[config.mk]
export PLATFORM = sky130hd
export DESIGN_NAME = sac_ram
export DESIGN_NICKNAME = d
export VERILOG_FILES = /design/src/sac_ram.sv
export SDC_FILE = /design/constraint.sdc
export NUM_CORES = 2
export LEC_CHECK = 0
export BUFFER_PORTS_ARGS = -buffer_cell sky130_fd_sc_hd__buf_2
export CORE_UTILIZATION = 25
export CTS_BUF_LIST = sky130_fd_sc_hd__clkbuf_8
export CTS_CLUSTER_DIAMETER = 40
export DETAILED_ROUTE_END_ITERATION = 16
export GPL_ROUTABILITY_DRIVEN = 0
export PLACE_DENSITY = 0.39
export SLEW_MARGIN = 20
export SYNTH_ARGS = -nofsm -noshare
export SYNTH_HDL_FRONTEND = slang
export SYNTH_SLANG_ARGS = --single-unit
export TNS_END_PERCENT = 50
[constraint.sdc]
create_clock -name clk -period 2 [get_ports clk]
set_input_delay 0 -clock clk [delete_from_list [all_inputs] [get_ports clk]]
set_output_delay 0 -clock clk [all_outputs]
set_load 0.02 [all_outputs]
[src/sac_ram.sv]
// Generic single-write, single-read RAM with registered read data.
`default_nettype none
module sac_ram #(
    parameter int WIDTH = 8,
    parameter int DEPTH = 256
) (
    input  wire logic                     clk,
    input  wire logic                     we,
    input  wire logic [$clog2(DEPTH)-1:0] waddr,
    input  wire logic [WIDTH-1:0]         wdata,
    input  wire logic [$clog2(DEPTH)-1:0] raddr,
    output logic      [WIDTH-1:0]         rdata
);

    logic [WIDTH-1:0] mem_reg [DEPTH];

    // Write port and registered read port.
    always_ff @(posedge clk)
    begin
        if (we)
        begin
            mem_reg[waddr] <= wdata;
        end
        rdata <= mem_reg[raddr];
    end

endmodule
`default_nettype wire

==> results.cfg <==
[cells_and_area]
largest_reg_flops = 2048
final_cell_mix = edfxtp_1, buf_4, mux4_2, clkbuf_8, nor2_1
stdcell_area_sq_um = 101000
areaGrowthSynthToFinish_pct = 26.4
layout.nets = 4873
regArea_sq_um = 61700
multi_input_area_sq_um = 17200
final_common_cell = edfxtp_1
drive_gt1_share_pct = 38.7
nFillCells = 30300

[floorplan]
design.portCount = 34
die_h_microns = 566
dieArea_sq_um = 320000
die_w_microns = 566
row_count = 206
start_util_pct = 25.2
core_area_sq_um = 316000

[clocking]
clockBufferDepth = 4
postCtsSetupBuffers = 0
numCtsBuffers = 400
cts_tree = built
root_buffer = clkbuf_8
cts.sinks = 2056
htreeDepth = 5
clk-insertion-delay-late_ns = 1.02
clkTransAtPathRegs_ns = 0.06

[synth]
netlist.area_leader.share_pct = 77.3
synth.distinct_cells = 55
synth_nets = 3759
ys_warn_count = 0
synth-seq-cells = 2056
synth_top_area_cell = edfxtp_1
yosysSeqAreaShare_pct = 77.5
synth_area_leaders = edfxtp_1, mux4_2, mux2i_1
syn-cell-area_sq_um = 79600
postSynthAreaPerCell_sq_um = 21.3
syn_inst = 3733

[critical_path]
end_kind = flip-flop
cp_data_arrival_time_ns = 3.11
worstPathRequired_ns = 2.87
r2r_slack_ns = -0.24
critPathMaxFanout = 1
critPathLaunch = mem_reg[80][3]
crit_type = flip-flop to flip-flop
reg2reg_depth = 7
cp-start-kind = flip-flop
r2r-end = rdata[3]
worstReg2RegStart = mem_reg[80][3]
cp-endpoint = rdata[3]

[sta]
final.min_clock_period_ns = 2.24
skew_ns = 0.0933
grt_setup_unrepaired = true
setup_violations = 8
final.setup.worst_slack_ns = -0.238
worstMarginPinSlew_ns = 0.950
final_hold_viol_count = 0
max-slew-margin-rel_pct = 36.4
fin_crit_sh_pct = 112
max_clock_freq_mhz = 447
maxSlewViolCount = 0

[run_status]
violations = setup timing
status = complete, but fails checks

[detailed_routing]
wirelength_mm = 249
post_drt_wl_per_cell_microns = 26.7
via_count = 42000
first_pass_iters = 9
drt_iter0_drc = 3487
drc = 0
vias_per_cell = 4.51
antenna_left = 0

[placed_design]
port_buffers = 33
dp_hpwl_mm = 162
postPlaceCellArea_sq_um = 91800
pre_cts_slack_ns = -1.27

[power]
pwr_density_cell_nw_per_um2 = 941
leakage_nw = 33.0
peakVddDrop_v = 0.000551

[global_routing]
grt_pass1_vias = 44800
grt_overflow = 0
grt_pass1_wl_mm = 349
antenna_found_initial = 28
grt_max_degree = 85
grt.total_usage_pct = 15.3

[run]
cap_violations = 0

[worst_hold_path]
min_path_type = primary input to flip-flop
holdCritStartpoint = raddr[6]
-- cells in the mapped netlist, drive strengths merged --
cell type     n
buf         122
o22ai        28
a2111oi       5
a311oi        2
nand3b        2
or2           4
o32ai         5
and2          6
clkbuf      111
nor3b         1
and3b         2
or2b          1
clkinv        1
nor4         27
o21ai        12
inv           1
nor4b         1
nor3         22
a22oi       133
a21oi        96
a21boi        1
nand3        34
o22a          5
mux2i       134
nand2        33
a22o          8
dfxtp         8
mux2          1
o221ai       47
o311ai        1
a31oi         2
mux4        456
nand4        10
or3b          1
a221oi       14
edfxtp     2048
a211oi       16
nor2b        31
o211ai       10
nor2        282
nand2b        8
and3          1
-- worst min-delay path by stage --
stage | slack, ns | endpoint | cells after the start
after global routing | 0.01 | rdata[5] | 7
after CTS | 0.02 | mem_reg[186][0] | 6
final | 0.03 | rdata[5] | 7
after detailed placement | 0.40 | mem_reg[31][5] | 1
after global placement | 0.39 | mem_reg[29][5] | 1
after floorplan | 0.1 | mem_reg[0][0] | 0
-- power breakdown --
part	switching [W]	total, W	internal (W)
registers	0.000101	0.0476	0.0475
clock network	0.0183	0.0410	0.0227
logic	0.00350	0.00598	0.00248
total	0.0219	0.0946	0.0727
-- layout make-up --
class,instances,share of cell area [%]
clock inverter,284,2.10
tap,4160,5.18
timing repair buffer,945,8.67
clock buffer,408,5.58
sequential,2056,61.3
multi-input combinational,1442,17.1
inverter,2,0.00747
antenna,8,0.0199
-- logic make-up (layout without fill, tap and decap cells) --
| logic type | Yosys count | in the layout | share of synthesized area (%) |
|---|---|---|---|
| compound gates | 385 | 385 | 3.42 |
| mux | 591 | 591 | 14.6 |
| buf+inv | 235 | 1639 | 1.83 |
| simple gates | 466 | 466 | 2.63 |
| flops | 2056 | 2056 | 77.5 |
| other cells | 0 | 8 | 0 |
-- per-layer routing --
layer / wire [microns] / global-route usage (%) / vias to the layer above
met3: 13600 / 3.21 / 384
met1: 110000 / 20.7 / 22400
li1: - / - / 18000
met2: 118000 / 24.7 / 1170
met5: 92 / 0.149 / -
met4: 6700 / 4.64 / 8
-- timing repair --
item	CTS	global route
pin swaps	18	28
gates resized for setup	70	62
hold buffers	34	1
hold endpoints to repair	3539	36
setup endpoints to repair	9	32
-- through the flow --
step / hold slack [ns] / TNS, ns / power, W / cells / util, %
floorplan: 0.0989 / 0 / 0.0508 / 3733 / -
global placement: 0.394 / -8.98 / 0.0543 / 8575 / 29.1
detailed placement: 0.396 / -8.53 / 0.0543 / 8575 / 29.1
CTS: 0.0224 / -3.30 / 0.0961 / 9299 / 31.8
global route: 0.0139 / -1.69 / 0.0981 / 9303 / 31.8
finish: 0.0268 / -1.45 / 0.0946 / 9305 / 31.8
-- worst max-delay path, cell delays in order, from the launching register on --
cell and delay, ns:
edfxtp_1 0.35, mux4_2 0.49, a22o_4 0.30, a221oi_4 0.35, o32ai_2 0.17, nor3_1 0.20, buf_4 0.21, nor4_2 0.06
(Power assumes the default switching activity.)
