File: src/sac_pkg.sv
// Shared types, sizes and helpers for the set-associative write-through cache.
`default_nettype none
package sac_pkg;

    // Geometry of memory and cache.
    localparam int MEM_BYTES  = 65536;
    localparam int ADDR_W     = $clog2(MEM_BYTES);
    localparam int LINE_BYTES = 128;
    localparam int OFF_W      = $clog2(LINE_BYTES);
    localparam int SET_COUNT  = 4;
    localparam int SET_W      = $clog2(SET_COUNT);
    localparam int WAY_COUNT  = 8;
    localparam int WAY_W      = $clog2(WAY_COUNT);
    localparam int LINE_TOTAL = SET_COUNT * WAY_COUNT;
    localparam int LINE_IDX_W = SET_W + WAY_W;
    localparam int TAG_W      = ADDR_W - OFF_W - SET_W;
    localparam int DATA_RAM_DEPTH = LINE_TOTAL * LINE_BYTES;
    localparam int DATA_RAM_AW    = $clog2(DATA_RAM_DEPTH);
    localparam int FILL_CNT_W = OFF_W + 1;
    localparam int CNT_W      = 32;

    // Command codes.
    typedef enum logic [1:0] {
        CMD_READ  = 2'd0,
        CMD_WRITE = 2'd1,
        CMD_FLUSH = 2'd2,
        CMD_NONE  = 2'd3
    } cmd_t;

    // Input transaction.
    typedef struct packed {
        cmd_t              command;
        logic [ADDR_W-1:0] address;
        logic [7:0]        write_data;
    } in_item_t;

    // Output transaction.
    typedef struct packed {
        logic [7:0]       read_data;
        logic             was_hit;
        logic [CNT_W-1:0] miss_total;
        logic [CNT_W-1:0] access_total;
    } out_item_t;

    // Sequencer states.
    typedef enum logic [2:0] {
        S_CLEAR,
        S_IDLE,
        S_SCAN,
        S_DECIDE,
        S_FILL,
        S_AGE,
        S_RDWAIT,
        S_DONE
    } state_t;

    // Controls from the sequencer to the tag directory.
    typedef struct packed {
        logic             scan_en;
        logic             update_en;
        logic             fill_en;
        logic             flush_en;
        logic [SET_W-1:0] set;
        logic [WAY_W-1:0] way;
        logic [WAY_W-1:0] fill_way;
        logic [TAG_W-1:0] tag;
    } dir_ctrl_t;

    // Status from the tag directory.
    typedef struct packed {
        logic             cur_match;
        logic             hit;
        logic [WAY_W-1:0] hit_way;
        logic [WAY_W-1:0] victim;
    } dir_stat_t;

    // Saturating increment of a 32-bit count.
    function automatic logic [CNT_W-1:0] sat_inc(input logic [CNT_W-1:0] v);
        return (&v) ? v : v + CNT_W'(1);
    endfunction

endpackage
`default_nettype wire

File: src/sac_dir.sv
// Tag directory: valid bits, tags and ages, with a one-way-per-cycle compare unit.
`default_nettype none
module sac_dir
    import sac_pkg::*;
(
    input  wire logic      clk,
    input  wire logic      rst_n,
    input  wire dir_ctrl_t ctrl,
    output dir_stat_t      stat
);

    logic             valid_reg [LINE_TOTAL];
    logic [TAG_W-1:0] tag_reg   [LINE_TOTAL];
    logic [CNT_W-1:0] age_reg   [LINE_TOTAL];

    logic             hit_reg;
    logic [WAY_W-1:0] hit_way_reg;
    logic [WAY_W-1:0] best_reg;
    logic [CNT_W-1:0] best_age_reg;
    logic             have_inv_reg;

    logic [LINE_IDX_W-1:0] cur_idx;
    logic [LINE_IDX_W-1:0] fill_idx;
    logic                  cur_valid;
    logic [CNT_W-1:0]      cur_age;
    logic                  cur_match;

    // Compare unit for the way under scan.
    always_comb
    begin
        cur_idx   = {ctrl.set, ctrl.way};
        fill_idx  = {ctrl.set, ctrl.fill_way};
        cur_valid = valid_reg[cur_idx];
        cur_age   = age_reg[cur_idx];
        cur_match = cur_valid && (tag_reg[cur_idx] == ctrl.tag);
    end

    assign stat.cur_match = cur_match;
    assign stat.hit       = hit_reg;
    assign stat.hit_way   = hit_way_reg;
    assign stat.victim    = best_reg;

    // Hit and victim accumulation over the scan; the first way restarts it.
    always_ff @(posedge clk or negedge rst_n)
    begin
        if (!rst_n)
        begin
            hit_reg      <= 1'b0;
            have_inv_reg <= 1'b0;
        end
        else if (ctrl.scan_en)
        begin
            if (ctrl.way == '0)
            begin
                hit_reg      <= cur_match;
                have_inv_reg <= !cur_valid;
            end
            else
            begin
                if (cur_match)
                begin
                    hit_reg <= 1'b1;
                end
                if (!cur_valid)
                begin
                    have_inv_reg <= 1'b1;
                end
            end
        end
    end

    // Way numbers and age of the current best victim.
    always_ff @(posedge clk)
    begin
        if (ctrl.scan_en)
        begin
            if (cur_match)
            begin
                hit_way_reg <= ctrl.way;
            end
            if (ctrl.way == '0)
            begin
                best_reg     <= '0;
                best_age_reg <= cur_age;
            end
            else if (!cur_valid)
            begin
                best_reg <= ctrl.way;
            end
            else if (!have_inv_reg && (cur_age > best_age_reg))
            begin
                best_reg     <= ctrl.way;
                best_age_reg <= cur_age;
            end
        end
    end

    // Valid bits: cleared by flush, set by a fill.
    always_ff @(posedge clk or negedge rst_n)
    begin
        if (!rst_n)
        begin
            for (int k = 0; k < LINE_TOTAL; k++)
            begin
                valid_reg[k] <= 1'b0;
            end
        end
        else if (ctrl.flush_en)
        begin
            for (int k = 0; k < LINE_TOTAL; k++)
            begin
                valid_reg[k] <= 1'b0;
            end
        end
        else if (ctrl.update_en && ctrl.fill_en)
        begin
            valid_reg[fill_idx] <= 1'b1;
        end
    end

    // Tags and ages: every read ages all lines, a filled line restarts at one.
    always_ff @(posedge clk)
    begin
        if (ctrl.update_en)
        begin
            for (int k = 0; k < LINE_TOTAL; k++)
            begin
                if (ctrl.fill_en && (LINE_IDX_W'(k) == fill_idx))
                begin
                    age_reg[k] <= CNT_W'(1);
                end
                else
                begin
                    age_reg[k] <= sat_inc(age_reg[k]);
                end
            end
            if (ctrl.fill_en)
            begin
                tag_reg[fill_idx] <= ctrl.tag;
            end
        end
    end

endmodule
`default_nettype wire

File: config.mk
export PLATFORM = sky130hd
export DESIGN_NAME = sac_dir
export DESIGN_NICKNAME = d
export VERILOG_FILES = /design/src/sac_pkg.sv /design/src/sac_dir.sv
export SDC_FILE = /design/constraint.sdc
export NUM_CORES = 2
export LEC_CHECK = 0
export BUFFER_PORTS_ARGS = -buffer_cell sky130_fd_sc_hd__buf_2
export CAP_MARGIN = 20
export CORE_ASPECT_RATIO = 0.9
export CORE_MARGIN = 4
export CORE_UTILIZATION = 35
export CTS_CLUSTER_DIAMETER = 50
export DETAILED_ROUTE_END_ITERATION = 8
export SLEW_MARGIN = 20
export SYNTH_ARGS = -nofsm -noshare
export SYNTH_HDL_FRONTEND = slang
export SYNTH_SLANG_ARGS = --single-unit
File: constraint.sdc
create_clock -name clk -period 5.9 [get_ports clk]
set_clock_uncertainty 0.05 [all_clocks]
set_input_delay 0.295 -clock clk [delete_from_list [all_inputs] [get_ports clk]]
set_output_delay 0.295 -clock clk [all_outputs]
set_load 0.01 [all_outputs]
==> results.py <==
metrics = {
    "run_status": {
        "run_status": "completed",
    },
    "clock_network": {
        "numCtsBuffers": 164,
        "cts_max_level": 4,
        "hold_buffers": 11,
        "cts_setup_buffers": 0,
        "ctsResizeCount": 0,
        "path_clk_slew_ns": 0.06,
        "clock_sinks": 1320,
        "root_buffer": "clkbuf_16",
        "insertion_delay_ns": 0.81,
        "clockBufferDepth": 3,
        "cts_tree": "yes",
    },
    "critical_path": {
        "timing.reg2reg.setup_slack_ns": 1.04,
        "cp-end-kind": "flip-flop",
        "worstPathRequired_ns": 6.38,
        "crit_fanout": 19,
        "crit_type": "flip-flop to flip-flop",
        "cp_slowest_cell": "mux2i_1",
        "crit-reg2reg-capture": "best_age_reg[14]",
        "cpMostUsedCell": "a21o_1",
        "arrival_ns": 5.33,
        "cp_slowest_stage_delay_ns": 0.55,
        "path_cells": "mux4_2, mux2i_1, o22ai_1, or2_2, ha_1, a21o_1, a21o_1, a21o_1, a21o_1, a211o_1, a221oi_1, o31ai_4, buf_4",
        "r2r_cells": 13,
        "timing.rr.start": "age_reg[2][9]",
        "cp-start-kind": "flip-flop",
    },
    "timing": {
        "hold_viol": 0,
        "finalSetupViolCount": 0,
        "layout_setup_ws_ns": 1.04,
        "slew_viol_final": 0,
        "rsz0062_at_grt": "false",
        "relSlewSlack_pct": 22.1,
        "fin_tns_setup_ns": 0,
        "fmax_ghz": 0.206,
        "worst_pin_slew_ns": 1.16,
        "period_share_pct": 82.3,
        "fin_crit_ns": 4.86,
    },
    "route": {
        "vias_per_cell": 5.64,
        "wirelength_microns": 211000,
        "drt_pass1_iterations": 5,
        "ant_nets": 0,
        "remaining_drc_errors": 0,
        "vias": 51600,
        "wl_per_cell_microns": 23.1,
        "drtIter0Drc": 6034,
    },
    "floorplanning": {
        "coreArea_sq_um": 207000,
        "dieArea_sq_um": 216000,
        "rows": 158,
        "die_height_microns": 441,
        "io_pins": 29,
        "chipWidth_microns": 490,
        "initial_core_util_pct": 35.3,
    },
    "pwr": {
        "powerDensity_nw_per_um2": 289,
        "combPwrFrac_pct": 9.1,
        "vdd_drop_max_mv": 0.296,
        "swShare_pct": 26.0,
        "p_clk_share_pct": 42.7,
        "p_switching_mw": 6.26,
        "total_leakage_power_nw": 27.8,
        "p_int_mw": 17.8,
        "seqPwrFrac_pct": 48.1,
    },
    "synth": {
        "synth-seq-area-share_pct": 54.0,
        "synth_cells": 6212,
        "synthTopCellsByArea": "edfxtp_1 (53%), mux4_2 (9.5%), xor2_1 (6.7%)",
        "netlist_area_sq_um": 73100,
        "ys_types": 57,
        "yosysTopAreaCell": "edfxtp_1",
        "synth_nets": 6297,
        "ys.flop_type": "edfxtp_1",
        "synth-seq-cells": 1320,
        "yosys_warnings": 0,
        "synth_area_per_cell_sq_um": 11.8,
        "postSynth.asyncResetShare_pct": 2.58,
        "synth-edff-count": 1286,
        "synth_top_area_share_pct": 52.9,
    },
    "cells_and_area": {
        "nets": 6368,
        "area_growth_pct": 13.9,
        "layout_commonest_cell": "edfxtp_1",
        "post-route-util_pct": 40.2,
        "regArea_sq_um": 39500,
        "drive_gt1_share_pct": 12.7,
        "fillers": 19400,
        "multi_input_area_sq_um": 32700,
        "layout_common_cells": "edfxtp_1 (1,286), nor2_1 (1,169), xor2_1 (556), nand2_1 (414), nand3_1 (389)",
        "largest_reg_flops": 1024,
    },
    "place": {
        "dp_slack_ns": 0.506,
        "port_buffers": 28,
        "gp_congestion": 0.931,
        "hpwlAfterDp_microns": 153000,
    },
    "global_route": {
        "grt_max_degree": 57,
        "gr-usage-all-layers_pct": 19.1,
        "gr-total-overflow": 0,
        "grt_pass1_vias": 48900,
        "grt_pass1_wl_microns": 315000,
        "antenna_found_initial": 5,
    },
    "hold_path": {
        "hold_class": "primary input to async pin",
    },
    "flow_run": {
        "drv_cap": 0,
    },
}
-- stage by stage --
step | hold WS [ns] | instance area (sq um) | instances | power (mW)
floorplan | -0.0506 | 73100 | 6212 | 12.9
global placement | 0.423 | 77000 | 8802 | 13.8
detailed placement | 0.433 | 77200 | 8813 | 13.9
CTS | 0.109 | 82900 | 9126 | 24.1
global route | 0.134 | 83200 | 9140 | 24.8
finish | 0.151 | 83200 | 9141 | 24.0
-- logic make-up (layout without fill, tap and decap cells) --
| logic type | Yosys count | count (layout) | share of synthesized area, % |
|---|---|---|---|
| compound gates | 360 | 360 | 2.87 |
| xor+xnor | 870 | 870 | 10.4 |
| fa+ha+maj | 64 | 64 | 1.10 |
| buf+inv | 364 | 571 | 1.99 |
| flops | 1320 | 1320 | 54.0 |
| mux | 451 | 451 | 11.8 |
| other cells | 0 | 2 | 0 |
| simple gates | 2783 | 2783 | 17.8 |
-- power by group through the flow --
| stage | logic [mW] | registers [mW] | clock network [mW] |
|---|---|---|---|
| finish | 2.19 | 11.6 | 10.3 |
| global route | 2.37 | 11.6 | 10.8 |
| CTS | 2.17 | 11.5 | 10.4 |
| detailed placement | 2.15 | 11.7 | 0 |
| global placement | 2.09 | 11.7 | 0 |
| floorplan | 1.48 | 11.4 | 0 |
-- final cells by class --
cell class | count | area share (%)
Multi-Input combinational cell | 4528 | 39.3
Inverter | 106 | 0.481
Clock buffer | 212 | 5.28
Timing Repair Buffer | 163 | 2.07
Clock inverter | 90 | 1.34
Antenna cell | 2 | 0.00602
Tap cell | 2720 | 4.09
Sequential cell | 1320 | 47.4
-- cell usage after synthesis, types with 36 or more instances --
cell type / count
nand3_1: 389
or2_2: 49
nor2_1: 1172
buf_2: 38
o22ai_1: 62
or3_1: 110
mux2i_1: 129
edfxtp_1: 1286
nor4_1: 36
mux4_2: 307
xnor2_1: 314
and3_1: 163
and4_1: 62
ha_1: 64
nand2_1: 430
nor3_1: 82
xor2_1: 556
o21ai_0: 102
inv_1: 106
clkbuf_1: 191
a21oi_1: 120
nand4_1: 204
-- layer usage --
| layer | vias to the layer above | part of all wire (%) | GRT usage [%] |
|---|---|---|---|
| li1 | 23100 | - | - |
| met1 | 25900 | 44 | 28.1 |
| met2 | 2199 | 45 | 29.2 |
| met3 | 308 | 8.6 | 3.36 |
| met4 | 2 | 2.6 | 5.26 |
| met5 | - | 0.0062 | 0 |
-- critical path, delay by kind of cell, from the launching register on --
family	cells	cell delay, ns
AND/OR/NAND/NOR	1	0.36
AO/OA/AOI/OAI	8	1.99
buffers and inverters	1	0.31
multiplexers	2	1.06
flip-flops	1	0.50
adder cells (fa/ha/maj)	1	0.30
-- how the worst max path moves through the flow --
stage	startpoint	endpoint	slack, ns	depth (start not counted)
6_report	age_reg[2][9]	best_age_reg[14]	1.04	13
5_1_grt	age_reg[8][25]	best_age_reg[17]	0.77	12
4_1_cts	age_reg[20][6]	best_age_reg[17]	1.10	11
3_5_place_dp	ctrl[11]	best_age_reg[29]	0.51	15
3_3_place_gp	ctrl[11]	best_age_reg[17]	0.54	15
2_1_floorplan	ctrl[10]	best_age_reg[0]	0.33	17
(Power assumes the default switching activity.)
